**config.mk**
```make
export PLATFORM = sky130hd
export DESIGN_NAME = bitmap_next_fit_block_allocator
export DESIGN_NICKNAME = d
export VERILOG_FILES = /design/src/hw/rtl/bnfa_pkg.sv /design/src/hw/rtl/bnfa_ram.sv /design/src/hw/rtl/bnfa_map.sv /design/src/hw/rtl/bnfa_byte_scan.sv /design/src/hw/rtl/bitmap_next_fit_block_allocator.sv
export SDC_FILE = /design/constraint.sdc
export NUM_CORES = 2
export LEC_CHECK = 0
export ABC_AREA = 1
export BUFFER_PORTS_ARGS = -buffer_cell sky130_fd_sc_hd__buf_4
export CELL_PAD_IN_SITES_DETAIL_PLACEMENT = 1
export CELL_PAD_IN_SITES_GLOBAL_PLACEMENT = 2
export CORE_UTILIZATION = 42
export DETAILED_ROUTE_END_ITERATION = 12
export GPL_ROUTABILITY_DRIVEN = 1
export PLACE_DENSITY = 0.79
export SYNTH_ARGS = -nofsm -noshare
export SYNTH_HDL_FRONTEND = slang
export SYNTH_HIERARCHICAL = 1
export SYNTH_SLANG_ARGS = --single-unit
export TNS_END_PERCENT = 10
```
**constraint.sdc**
```tcl
create_clock -name aclk -period 7.9 [get_ports aclk]
set_input_delay 1.185 -clock aclk [delete_from_list [all_inputs] [get_ports aclk]]
set_output_delay 1.185 -clock aclk [all_outputs]
set_load 0.005 [all_outputs]
```
**src/hw/rtl/bnfa_pkg.sv**
```systemverilog
package bnfa_pkg;

    localparam int MAX_BLOCKS    = 1024;
    localparam int BITS_PER_BYTE = 8;
    localparam int MAP_BYTES     = MAX_BLOCKS / BITS_PER_BYTE;

    localparam int BLK_W      = $clog2(MAX_BLOCKS);
    localparam int BYTE_IDX_W = $clog2(MAP_BYTES);
    localparam int BIT_W      = $clog2(BITS_PER_BYTE);
    localparam int COUNT_W    = 11;

    localparam logic [COUNT_W-1:0] COUNT_RESET = COUNT_W'(MAX_BLOCKS);

    typedef enum logic [1:0] {
        ACT_ALLOC = 2'd0,
        ACT_FREE  = 2'd1,
        ACT_LOAD  = 2'd2,
        ACT_READ  = 2'd3
    } action_t;

    typedef enum logic [1:0] {
        ST_OK           = 2'd0,
        ST_FULL         = 2'd1,
        ST_ALREADY_FREE = 2'd2,
        ST_RANGE        = 2'd3
    } status_t;

    // One write into the map store.
    typedef struct packed {
        logic                     en;
        logic [BYTE_IDX_W-1:0]    addr;
        logic [BITS_PER_BYTE-1:0] data;
    } map_wr_t;

    // Outcome of examining one map byte during an allocation scan.
    typedef struct packed {
        logic                     found;
        logic [BIT_W-1:0]         bit_pos;
        logic [BITS_PER_BYTE-1:0] new_byte;
    } scan_hit_t;

endpackage

```
**src/hw/rtl/bnfa_ram.sv**
```systemverilog
module bnfa_ram #(
    parameter int WIDTH = 8,
    parameter int DEPTH = 128
) (
    input  logic                     aclk,
    input  logic                     wr_en,
    input  logic [$clog2(DEPTH)-1:0] wr_addr,
    input  logic [WIDTH-1:0]         wr_data,
    input  logic [$clog2(DEPTH)-1:0] rd_addr,
    output logic [WIDTH-1:0]         rd_data
);

    logic [WIDTH-1:0] mem_reg [DEPTH];
    logic [WIDTH-1:0] rd_data_reg;

    always_ff @(posedge aclk) begin
        if (wr_en) begin
            mem_reg[wr_addr] <= wr_data;
        end
        rd_data_reg <= mem_reg[rd_addr];
    end

    assign rd_data = rd_data_reg;

endmodule

```
**src/hw/rtl/bnfa_map.sv**
```systemverilog
module bnfa_map (
    input  logic                                 aclk,
    input  logic                                 aresetn,
    input  bnfa_pkg::map_wr_t                    wr,
    input  logic [bnfa_pkg::BYTE_IDX_W-1:0]      rd_addr,
    output logic [bnfa_pkg::BITS_PER_BYTE-1:0]   rd_data
);
    import bnfa_pkg::*;

    // One valid bit per byte: a byte never written since reset reads as all free.
    logic [MAP_BYTES-1:0]     valid_reg;
    logic                     rd_valid_reg;
    logic [BITS_PER_BYTE-1:0] ram_q;

    bnfa_ram #(
        .WIDTH (BITS_PER_BYTE),
        .DEPTH (MAP_BYTES)
    ) u_ram (
        .aclk    (aclk),
        .wr_en   (wr.en),
        .wr_addr (wr.addr),
        .wr_data (wr.data),
        .rd_addr (rd_addr),
        .rd_data (ram_q)
    );

    always_ff @(posedge aclk) begin
        if (!aresetn) begin
            valid_reg    <= '0;
            rd_valid_reg <= 1'b0;
        end else begin
            if (wr.en) begin
                valid_reg[wr.addr] <= 1'b1;
            end
            rd_valid_reg <= valid_reg[rd_addr];
        end
    end

    assign rd_data = ram_q & {BITS_PER_BYTE{rd_valid_reg}};

endmodule

```
**src/hw/rtl/bnfa_byte_scan.sv**
```systemverilog
module bnfa_byte_scan (
    input  logic [bnfa_pkg::BITS_PER_BYTE-1:0] data,
    input  logic                               is_last,
    input  logic [bnfa_pkg::BIT_W-1:0]         last_bits,
    input  logic                               first,
    input  logic                               at_start,
    input  logic [bnfa_pkg::BIT_W-1:0]         offset,
    output bnfa_pkg::scan_hit_t                hit
);
    import bnfa_pkg::*;

    // Mask of the n lowest bits, n from 0 to 8.
    function automatic logic [BITS_PER_BYTE-1:0] low_mask(input logic [BIT_W:0] n);
        logic [BITS_PER_BYTE:0] w;
        w = ({{BITS_PER_BYTE{1'b0}}, 1'b1} << n) - {{BITS_PER_BYTE{1'b0}}, 1'b1};
        return w[BITS_PER_BYTE-1:0];
    endfunction

    logic [BITS_PER_BYTE-1:0] cnt_mask;
    logic [BITS_PER_BYTE-1:0] pos_mask;
    logic [BITS_PER_BYTE-1:0] free_bits;

    always_comb begin
        // Blocks at or above the count are never candidates.
        cnt_mask = is_last ? low_mask({1'b0, last_bits} + {{BIT_W{1'b0}}, 1'b1}) : '1;
        // First visit takes bits from the pointer up; the return visit the bits below it.
        if (first) begin
            pos_mask = ~low_mask({1'b0, offset});
        end else if (at_start) begin
            pos_mask = low_mask({1'b0, offset});
        end else begin
            pos_mask = '1;
        end
        free_bits = ~data & cnt_mask & pos_mask;

        hit.found   = |free_bits;
        hit.bit_pos = '0;
        for (int i = BITS_PER_BYTE - 1; i >= 0; i--) begin
            if (free_bits[i]) begin
                hit.bit_pos = BIT_W'(i);
            end
        end
        hit.new_byte = data | (BITS_PER_BYTE'(1) << hit.bit_pos);
    end

endmodule

```
**src/hw/rtl/bitmap_next_fit_block_allocator.sv**
```systemverilog
// Channel   Direction  Handshake            Payload
// s_        in         s_valid / s_ready    action, block_index, byte_index, byte_in
// m_        out        m_valid / m_ready    granted_block, byte_out, status
// cfg_      in         cfg_valid / cfg_ready cfg_data (block_count, 11 bits)
//
// One request at a time: s_ready is high only while the sequencer is idle.
// Load writes its byte on accept; free and read fetch the byte first. Allocate
// visits 1 up to ceil(count/8) + 1 map bytes (count being block_count clamped to
// 1..1024), one byte per cycle through the map's single read port and byte scan unit.
// Reset: the map reads as all free at once (per-byte valid bits, no clearing
// pass), the pointer is 0 and block_count is 1024.
// A result waiting on m_ready does not block the next request; a finished
// request holds in its last state until the output register is free.
module bitmap_next_fit_block_allocator (
    input  logic                                aclk,
    input  logic                                aresetn,

    input  logic                                s_valid,
    output logic                                s_ready,
    input  logic [1:0]                          s_action,
    input  logic [bnfa_pkg::BLK_W-1:0]          s_block_index,
    input  logic [bnfa_pkg::BYTE_IDX_W-1:0]     s_byte_index,
    input  logic [bnfa_pkg::BITS_PER_BYTE-1:0]  s_byte_in,

    output logic                                m_valid,
    input  logic                                m_ready,
    output logic [bnfa_pkg::BLK_W-1:0]          m_granted_block,
    output logic [bnfa_pkg::BITS_PER_BYTE-1:0]  m_byte_out,
    output logic [1:0]                          m_status,

    input  logic                                cfg_valid,
    output logic                                cfg_ready,
    input  logic [bnfa_pkg::COUNT_W-1:0]        cfg_data
);
    import bnfa_pkg::*;

    typedef enum logic [2:0] {
        S_IDLE,
        S_SCAN,
        S_FREE,
        S_READ,
        S_DONE
    } state_t;

    state_t                   state_reg, state_next;
    logic [COUNT_W-1:0]       block_count_reg, block_count_next;
    logic [BLK_W-1:0]         next_ptr_reg, next_ptr_next;
    logic [BLK_W-1:0]         blk_reg, blk_next;
    logic [BYTE_IDX_W-1:0]    cur_reg, cur_next;
    logic [BYTE_IDX_W-1:0]    start_byte_reg, start_byte_next;
    logic [BIT_W-1:0]         offset_reg, offset_next;
    logic                     first_reg, first_next;
    logic [BLK_W-1:0]         res_granted_reg, res_granted_next;
    logic [BITS_PER_BYTE-1:0] res_byte_reg, res_byte_next;
    status_t                  res_status_reg, res_status_next;
    logic                     m_valid_reg, m_valid_next;
    logic [BLK_W-1:0]         m_granted_reg, m_granted_next;
    logic [BITS_PER_BYTE-1:0] m_byte_reg, m_byte_next;
    status_t                  m_status_reg, m_status_next;

    logic [COUNT_W-1:0]       eff_count;
    logic [COUNT_W-1:0]       eff_m1;
    logic [BYTE_IDX_W-1:0]    last_byte;
    logic [BIT_W-1:0]         last_bits;
    logic [BLK_W-1:0]         start_ptr;
    logic [BYTE_IDX_W-1:0]    scan_next_byte;
    logic                     at_start;
    logic                     s_fire;
    logic                     out_free;

    map_wr_t                  map_wr;
    logic [BYTE_IDX_W-1:0]    map_rd_addr;
    logic [BITS_PER_BYTE-1:0] map_rd_data;
    scan_hit_t                hit;
    logic [BITS_PER_BYTE-1:0] free_bit_mask;

    // Clamp the configured count to 1..MAX_BLOCKS.
    always_comb begin
        if (block_count_reg == '0) begin
            eff_count = COUNT_W'(1);
        end else if (block_count_reg > COUNT_W'(MAX_BLOCKS)) begin
            eff_count = COUNT_W'(MAX_BLOCKS);
        end else begin
            eff_count = block_count_reg;
        end
    end

    assign eff_m1    = eff_count - COUNT_W'(1);
    assign last_byte = eff_m1[BLK_W-1:BIT_W];
    assign last_bits = eff_m1[BIT_W-1:0];

    // Restart from block 0 when the pointer fell outside a lowered count.
    assign start_ptr = ({1'b0, next_ptr_reg} < eff_count) ? next_ptr_reg : '0;

    assign scan_next_byte = (cur_reg == last_byte) ? '0 : cur_reg + BYTE_IDX_W'(1);
    assign at_start       = (cur_reg == start_byte_reg);

    assign s_ready   = (state_reg == S_IDLE);
    assign s_fire    = s_valid && s_ready;
    assign out_free  = !m_valid_reg || m_ready;
    assign cfg_ready = 1'b1;

    assign free_bit_mask = BITS_PER_BYTE'(1) << blk_reg[BIT_W-1:0];

    bnfa_map u_map (
        .aclk    (aclk),
        .aresetn (aresetn),
        .wr      (map_wr),
        .rd_addr (map_rd_addr),
        .rd_data (map_rd_data)
    );

    bnfa_byte_scan u_scan (
        .data      (map_rd_data),
        .is_last   (cur_reg == last_byte),
        .last_bits (last_bits),
        .first     (first_reg),
        .at_start  (at_start),
        .offset    (offset_reg),
        .hit       (hit)
    );

    // Map read address: issue the first byte on accept, then prefetch the
    // next byte of the scan while the current one is examined.
    always_comb begin
        unique case (state_reg)
            S_IDLE: begin
                case (s_action)
                    ACT_ALLOC: map_rd_addr = start_ptr[BLK_W-1:BIT_W];
                    ACT_FREE:  map_rd_addr = s_block_index[BLK_W-1:BIT_W];
                    default:   map_rd_addr = s_byte_index;
                endcase
            end
            S_SCAN:  map_rd_addr = scan_next_byte;
            default: map_rd_addr = cur_reg;
        endcase
    end

    always_comb begin
        state_next       = state_reg;
        block_count_next = block_count_reg;
        next_ptr_next    = next_ptr_reg;
        blk_next         = blk_reg;
        cur_next         = cur_reg;
        start_byte_next  = start_byte_reg;
        offset_next      = offset_reg;
        first_next       = first_reg;
        res_granted_next = res_granted_reg;
        res_byte_next    = res_byte_reg;
        res_status_next  = res_status_reg;
        m_valid_next     = m_valid_reg && !m_ready;
        m_granted_next   = m_granted_reg;
        m_byte_next      = m_byte_reg;
        m_status_next    = m_status_reg;
        map_wr.en        = 1'b0;
        map_wr.addr      = cur_reg;
        map_wr.data      = hit.new_byte;

        if (cfg_valid && cfg_ready) begin
            block_count_next = cfg_data;
        end

        unique case (state_reg)
            S_IDLE: begin
                if (s_fire) begin
                    res_granted_next = '0;
                    res_byte_next    = '0;
                    res_status_next  = ST_OK;
                    blk_next         = s_block_index;
                    cur_next         = map_rd_addr;
                    case (s_action)
                        ACT_ALLOC: begin
                            start_byte_next = start_ptr[BLK_W-1:BIT_W];
                            offset_next     = start_ptr[BIT_W-1:0];
                            first_next      = 1'b1;
                            state_next      = S_SCAN;
                        end
                        ACT_FREE: begin
                            if ({1'b0, s_block_index} >= eff_count) begin
                                res_status_next = ST_RANGE;
                                state_next      = S_DONE;
                            end else begin
                                state_next = S_FREE;
                            end
                        end
                        ACT_LOAD: begin
                            // A 7-bit byte index always lands inside the map.
                            map_wr.en     = 1'b1;
                            map_wr.addr   = s_byte_index;
                            map_wr.data   = s_byte_in;
                            next_ptr_next = '0;
                            state_next    = S_DONE;
                        end
                        default: begin
                            state_next = S_READ;
                        end
                    endcase
                end
            end
            S_SCAN: begin
                if (hit.found) begin
                    map_wr.en        = 1'b1;
                    res_granted_next = {cur_reg, hit.bit_pos};
                    next_ptr_next    = {cur_reg, hit.bit_pos};
                    state_next       = S_DONE;
                end else if (!first_reg && at_start) begin
                    // Back at the start byte with nothing free below the pointer.
                    res_status_next = ST_FULL;
                    state_next      = S_DONE;
                end else begin
                    cur_next   = scan_next_byte;
                    first_next = 1'b0;
                end
            end
            S_FREE: begin
                if ((map_rd_data & free_bit_mask) == '0) begin
                    res_status_next = ST_ALREADY_FREE;
                end else begin
                    map_wr.en   = 1'b1;
                    map_wr.addr = blk_reg[BLK_W-1:BIT_W];
                    map_wr.data = map_rd_data & ~free_bit_mask;
                end
                state_next = S_DONE;
            end
            S_READ: begin
                res_byte_next = map_rd_data;
                state_next    = S_DONE;
            end
            S_DONE: begin
                // Hold the result until the output register is free.
                if (out_free) begin
                    m_valid_next   = 1'b1;
                    m_granted_next = res_granted_reg;
                    m_byte_next    = res_byte_reg;
                    m_status_next  = res_status_reg;
                    state_next     = S_IDLE;
                end
            end
            default: begin
                state_next = S_IDLE;
            end
        endcase
    end

    always_ff @(posedge aclk) begin
        if (!aresetn) begin
            state_reg       <= S_IDLE;
            block_count_reg <= COUNT_RESET;
            next_ptr_reg    <= '0;
            first_reg       <= 1'b0;
            m_valid_reg     <= 1'b0;
        end else begin
            state_reg       <= state_next;
            block_count_reg <= block_count_next;
            next_ptr_reg    <= next_ptr_next;
            first_reg       <= first_next;
            m_valid_reg     <= m_valid_next;
        end
        blk_reg         <= blk_next;
        cur_reg         <= cur_next;
        start_byte_reg  <= start_byte_next;
        offset_reg      <= offset_next;
        res_granted_reg <= res_granted_next;
        res_byte_reg    <= res_byte_next;
        res_status_reg  <= res_status_next;
        m_granted_reg   <= m_granted_next;
        m_byte_reg      <= m_byte_next;
        m_status_reg    <= m_status_next;
    end

    assign m_valid         = m_valid_reg;
    assign m_granted_block = m_granted_reg;
    assign m_byte_out      = m_byte_reg;
    assign m_status        = m_status_reg;

`ifndef ASSERT_OFF
    // The scan never visits a byte past the last counted one.
    a_scan_in_range: assert property (@(posedge aclk) disable iff (!aresetn)
        (state_reg == S_SCAN) |-> (cur_reg <= last_byte))
        else $error("scan byte beyond block count");

    // A new result appears only out of the final sequencer state.
    a_result_from_done: assert property (@(posedge aclk) disable iff (!aresetn)
        $rose(m_valid_reg) |-> $past(state_reg == S_DONE))
        else $error("result raised outside done state");

    // One request at a time: busy right after an accept.
    a_busy_after_accept: assert property (@(posedge aclk) disable iff (!aresetn)
        s_fire |=> !s_ready)
        else $error("accepted a request while busy");

    // A full map never reports a granted block.
    a_full_no_grant: assert property (@(posedge aclk) disable iff (!aresetn)
        (m_valid_reg && (m_status_reg == ST_FULL)) |-> (m_granted_reg == '0))
        else $error("full status with nonzero grant");
`endif

endmodule
```
## Yosys cells after proc, flatten, opt, wreduce, memory -nomap -nowiden

Memories as Yosys holds them, arrays and structs flattened. A register that Yosys moved wholly into a read port is not among the register bits.
Cells that the tools add are included.

- Input port bits: 43
- Memory bits (writable): 1024
- Output and inout bits: 23
- Register bits: 222
- Memories: 1

- Order comparisons: 6
- Reductions and logical operators: 27
- Multiplexer cells: 62
- Eq/ne operators: 18
- Shift operators: 4
- $add $sub $neg: 5
- Bitwise gates (word level): 10

Memories:

| name | depth | width | rd ports | clocked after memory_dff | wr ports | line | RTL |
|---|---|---|---|---|---|---|---|
| u_map.u_ram.mem_reg | 128 | 8 | 1 | 1 | 1 | bnfa_ram.sv:13 | `logic [WIDTH-1:0] mem_reg [DEPTH];` |

Operators by type and width:

| cell | count |
|---|---|
| 128-bit bitwise OR | 1 |
| 10-bit 2-to-1 mux | 5 |
| 16-bit 2-to-1 mux | 3 |
| 7-bit case mux with 2 select lines | 3 |
| 8-bit AND | 5 |
| 10-bit case mux with 2 select lines | 2 |
| 3-bit 2-to-1 mux | 13 |
| 8-bit 2-to-1 mux | 4 |
| 15-bit case mux with 2 select lines | 1 |
| 7-bit 2-to-1 mux | 4 |
| 8-bit NOT | 3 |
| 1-bit by 3-bit left shift with 8-bit output, first input constant | 3 |
| 11-bit 2-to-1 mux | 2 |
| 7-bit by 8-bit < comparator with 1-bit output, second input constant | 2 |
| 8-bit case mux with 2 select lines | 1 |
| 8-bit by 1-bit subtractor with 8-bit output, second input constant | 2 |
| 7-bit equality test | 2 |
| 2-bit 2-to-1 mux | 6 |
| 2-bit inequality test, second input constant | 6 |
| 3-bit case mux with 4 select lines | 1 |
| 10-bit by 11-bit greater-or-equal comparator with 1-bit output | 1 |
| 11-bit > comparator, second input constant | 1 |
| 11-bit zero test | 1 |
| 10-bit by 11-bit < comparator with 1-bit output | 1 |
| 34 further kinds | 59 |

## Depth between registers and ports, before layout

- Depth after elaboration: 28
- Mapped depth: 34
- Mapped depth without buffers: 33

## Cells and area by module

Netlist, hierarchy kept.

By module, submodules not included:

| module | seq. area each (sq um) | area each (sq um) | instances | cells an instance |
|---|---|---|---|---|
| bnfa_ram | 30909.6 | 42104.1 | 1 | 3575 |
| bnfa_map | 2582.5 | 5585.4 | 1 | 768 |
| bitmap_next_fit_block_allocator | 2532.4 | 5310.1 | 1 | 649 |
| bnfa_byte_scan | 0.0 | 574.3 | 1 | 110 |

## Worst setup path before layout

OpenSTA, ideal clock, no wires.

- Path kind: register to register
- Start point: reg block_count_reg[3]
- End point: mem u_map.u_ram.mem_reg[0][7], data pin
- Stages on the path, launching flop included: 27
- Slack: 0.740 ns
- Arrival: 6.288 ns
- Required time: 7.028 ns
- Period minus slack after synthesis: 7.160 ns
- Cells stage by stage: dfxtp_1 > nor2_1 > nand2_1 > o21bai_1 > nand2_1 > ha_1 > nand2_1 > nor2_1 > inv_1 > nand2_1 > nand2_1 > nand2_1 > nand2_1 > nor2_1 > nand2_1 > inv_1 > nand2_4 > inv_1 > nand3_1 > nand3_1 > a21boi_4 > nand2_2 > nor2_4 > nand4_1 > nand2_1 > inv_1 > o211ai_1

RTL lines:

| what | line | RTL |
|---|---|---|
| from (decl) | bitmap_next_fit_block_allocator.sv:46 | `logic [COUNT_W-1:0] block_count_reg, block_count_next;` |
| from (signal assigned) | bitmap_next_fit_block_allocator.sv:254 | `block_count_reg <= block_count_next;` |
| to (decl) | bnfa_ram.sv:13 |  |

## Worst setup path after layout

- Start point: reg block_count_reg[3]
- End point: reg u_map.u_ram.rd_data_reg[7] (netlist: u_map/u_ram/rd_data[7]) (read register of u_map.u_ram.mem_reg)

- Cells in the longest elaborated chain, start to end: 7
- Elaborated cells on any way between the ends: 11
- Classes of those cells: add/sub: 1; order compare: 2; eq/ne: 1; mux: 6; reduce/logical: 1

RTL lines:

| what | line | RTL |
|---|---|---|
| 11-bit > comparator | bitmap_next_fit_block_allocator.sv:81 | `end else if (block_count_reg > COUNT_W'(MAX_BLOCKS)) begin` |
| 11-bit 2-to-1 mux | bitmap_next_fit_block_allocator.sv:81 |  |
| 11-bit 2-to-1 mux * | bitmap_next_fit_block_allocator.sv:79 | `if (block_count_reg == '0) begin` |
| 10-bit by 1-bit subtractor with 10-bit output or 10-bit by 11-bit < comparator with 1-bit output (tied branches) | bitmap_next_fit_block_allocator.sv:88, bitmap_next_fit_block_allocator.sv:93 |  |
| 7-bit equality test or 10-bit 2-to-1 mux (tied branches) | bitmap_next_fit_block_allocator.sv:95, bitmap_next_fit_block_allocator.sv:93 |  |
| 7-bit 2-to-1 mux or 7-bit case mux with 2 select lines (tied branches) | bitmap_next_fit_block_allocator.sv:95, bitmap_next_fit_block_allocator.sv:128 |  |
| 7-bit case mux with 2 select lines * | bitmap_next_fit_block_allocator.sv:126 | `unique case (state_reg)` |
| named net map_rd_addr[1] | bitmap_next_fit_block_allocator.sv:72 | `logic [BYTE_IDX_W-1:0] map_rd_addr;` |
| to (decl) | bnfa_ram.sv:14 | `logic [WIDTH-1:0] rd_data_reg;` |

The timed path passes the listed nets; every way through them passes the cells marked *.
A chain may end at the register's enable or synchronous reset.

==> impl_metrics.yaml <==
setup_path:
  worst_r2r_path_depth: 23
  critPathKind: "flop to flop"
  path_max_fanout: 114
  arrival_ns: 6.29
  cp_data_required_time_ns: 8.51
  rr_startpoint: "block_count_reg[3]$_SDFFE_PN0P_"
  r2r-end: "u_map/u_ram/rd_data[7]$_DFF_P_"
  cp-start-kind: "flop"
  rrSetupSlack_ns: 2.22
  setup.worst_path.end_class: "flop"
drt:
  wl_per_cell_um: 24.25
  ant_nets: 0
  totalWireLength_um: 165400
  vias: 37961
  via_per_inst: 5.565
  dr.pass1.iters: 7
  drt_iter0_markers: 3042
  drc: 0
synth:
  synth_flop_cell: "edfxtp_1"
  ys_seq_elements: 1254
  synth.avg_cell_area_sq_um: 10.50
  synth_cell_types: 53
  yosys_warnings: 6
  synth_nets: 5171
  syn_area_sq_mm: 0.05357
  seq_area_frac_synth: 0.6724
  async_flop_share: 0
  syn_inst: 5102
  synth-edff-count: 1091
clocking:
  clkTransAtPathRegs_ns: 0.06
  cts_resized: 0
  clkLatencyLatePin_ns: 0.77
  postCtsSetupBuffers: 0
  cts_sinks: 1254
  cts-root-buf: "clkbuf_16"
  cts_inserted_buffers: 137
  cts_tree: "yes"
  cts.hold.buffers_added: 0
  clk_path_buf_depth: 3
  h-tree-depth: 4
die:
  dieArea_sq_mm: 0.1290
  rows: 130
  die_x_um: 359.2
  dieHeight_um: 359.2
  io_pins: 66
  core_sq_mm: 0.1261
  initial_core_util: 0.4250
timing:
  finalCritPeriodShare: 0.7186
  slew_violations: 0
  tightest_slew_ns: 1.263
  tns_ns: 0
  period_needed_ns: 5.677
  fmax_mhz: 176.1
  rsz0062_at_grt: "false"
  finalHoldViolations: 0
  fin_skew_ns: 0.02314
  slew_headroom: 0.1547
  fin_ws_ns: 2.223
  setup_viol: 0
final_layout:
  final_nets: 5133
  final_cell_area_sq_mm: 0.05966
  fill_cells: 13556
  synthToLayoutAreaGrowth_pct: 11.37
  largest_reg_flops: 1024
  drive_gt1_frac: 0.07602
placed_design:
  place_congestion: 0.8473
  placed_cell_area_sq_mm: 0.05521
  hpwl_um: 99390
  place_ws_ns: 2.219
  port-buffer-count: 64
power:
  pwr-share-comb: 0.239
  internal_power_mw: 12.54
  p_per_area_mw_per_mm2: 314.0
  ir_drop_v: 0.0002324
  power_leakage_nw: 21.74
  switching_share: 0.3308
  clkPwrFrac: 0.341
  seqPwrFrac: 0.421
  p_sw_mw: 6.197
  power_mw: 18.74
outcome:
  status: "completed"
min_path:
  hold_class: "flop to flop"
  hold_end: "m_granted_block[2]$_DFFE_PP_"
  hp-start: "res_granted_reg[2]$_DFFE_PP_"
  hold_depth: 0
job:
  drv_cap: 0
grt:
  grt_overflow: 0
  grt_pass1_wl_um: 248700
  grt_max_degree: 201
  grt_pass1_vias: 39052
  antenna_found_initial: 1
  grtUsageTotal: 0.2557
[synth_stat cells (15+ instances only)]
| library cell | instances | area share |
|---|---|---|
| a21oi_1 | 168 | 0.016 |
| buf_1 | 16 | 0.0011 |
| buf_2 | 140 | 0.013 |
| buf_4 | 49 | 0.0069 |
| buf_6 | 33 | 0.0069 |
| clkbuf_1 | 64 | 0.0045 |
| dfxtp_1 | 163 | 0.061 |
| edfxtp_1 | 1091 | 0.61 |
| ha_1 | 26 | 0.0061 |
| inv_1 | 124 | 0.0087 |
| inv_2 | 16 | 0.0011 |
| nand2_1 | 1531 | 0.11 |
| nand2_2 | 15 | 0.0018 |
| nand3_1 | 1131 | 0.11 |
| nand4_1 | 23 | 0.0027 |
| nor2_1 | 372 | 0.026 |
| nor3_1 | 19 | 0.0018 |
| o21ai_0 | 41 | 0.0038 |
[final cells by class]
type / instances / area [sq um] / area share
flip-flops and latches: 1254 / 36020 / 0.6038
well taps: 1650 / 2064 / 0.03460
clock buffers: 181 / 3812 / 0.06390
diodes: 1 / 2.502 / 0.00004194
multi-input cells: 3402 / 15400 / 0.2581
repair buffers: 125 / 1151 / 0.01929
clock inverters: 64 / 640.6 / 0.01074
inverters: 144 / 570.5 / 0.009563
[worst max-delay path, stage by stage (launching register included)]
cell	delay, ns
dfxtp_1	0.38
nor2_1	0.12
nand2_1	0.10
o21bai_4	0.37
nand2_1	0.22
ha_1	0.35
nand4_1	0.14
nor3_1	0.25
nand2_1	0.11
nand4_1	0.10
nand2_1	0.09
a21oi_1	0.30
nand2_4	0.46
inv_8	0.77
buf_4	0.39
nand3_1	0.11
nand3_1	0.08
nand3_1	0.15
nand2_1	0.17
nand2_1	0.10
nand3_1	0.11
nand2_1	0.17
nand2_1	0.13
nand2_1	0.15
[layout by cell type (no fill, tap or decap), drive strengths merged, types with 4 or more instances in the layout]
cell type,n
o211ai,10
nand4,23
o21ai,48
ha,26
xnor2,8
nand2,1547
nor3,20
bufinv,11
a211oi,4
inv,145
nor2,377
clkinvlp,4
edfxtp,1091
clkinv,48
o311ai,4
dfxtp,163
nand3,1133
nor4,9
buf,125
clkbuf,181
a21oi,170
[through the flow]
step | util | std cells | hold slack [ns]
floorplan | - | 5102 | 0.4003
global placement | 0.4380 | 6575 | 0.4051
detailed placement | 0.4380 | 6575 | 0.4063
CTS | 0.4733 | 6820 | 0.4187
global route | 0.4733 | 6821 | 0.4241
finish | 0.4733 | 6821 | 0.4184
[worst max-delay path by stage]
stage,start,end,slack (ns),cells after the start
after global routing,block_count_reg[6]$_SDFFE_PN0P_,u_map/u_ram/mem_reg[80][0]$_DFFE_PP_,1.69,26
after CTS,block_count_reg[3]$_SDFFE_PN0P_,u_map/u_ram/mem_reg[80][0]$_DFFE_PP_,2.25,25
after floorplan,block_count_reg[3]$_SDFFE_PN0P_,u_map/u_ram/mem_reg[0][7]$_DFFE_PP_,0.74,26
after global placement,block_count_reg[3]$_SDFFE_PN0P_,u_map/u_ram/mem_reg[70][2]$_DFFE_PP_,2.25,28
after detailed placement,block_count_reg[3]$_SDFFE_PN0P_,u_map/u_ram/mem_reg[70][2]$_DFFE_PP_,2.22,25
final,block_count_reg[3]$_SDFFE_PN0P_,u_map/u_ram/rd_data[7]$_DFF_P_,2.22,23
[routing by layer]
layer	part of all wire	vias to the layer above	global-route usage
li1	-	17620	-
met1	0.44	19208	0.3479
met2	0.48	909	0.4253
met3	0.047	224	0.03510
met4	0.025	0	0.07692
met5	0	-	0
[logic make-up (layout without fill, tap and decap cells)]
group           Yosys count  count (layout)  share of synthesized area
xor+xnor                 10              10                   0.001635
other cells               2               3                  0.0001402
fa+ha+maj                26              26                   0.006072
flops                  1254            1254                     0.6724
buf+inv                 446             514                    0.04276
compound gates          252             252                    0.02653
simple gates           3112            3112                     0.2504
[power by group through the flow]
stage | clock (mW) | sequential [mW] | combinational, mW
finish | 6.38 | 7.88 | 4.47
CTS | 6.51 | 7.88 | 4.49
detailed placement | 0 | 8.02 | 4.47
floorplan | 0 | 8.08 | 2.70
global placement | 0 | 8.02 | 4.43
global route | 6.74 | 7.89 | 4.84
No activity file was read; power rests on OpenSTA's default activity.
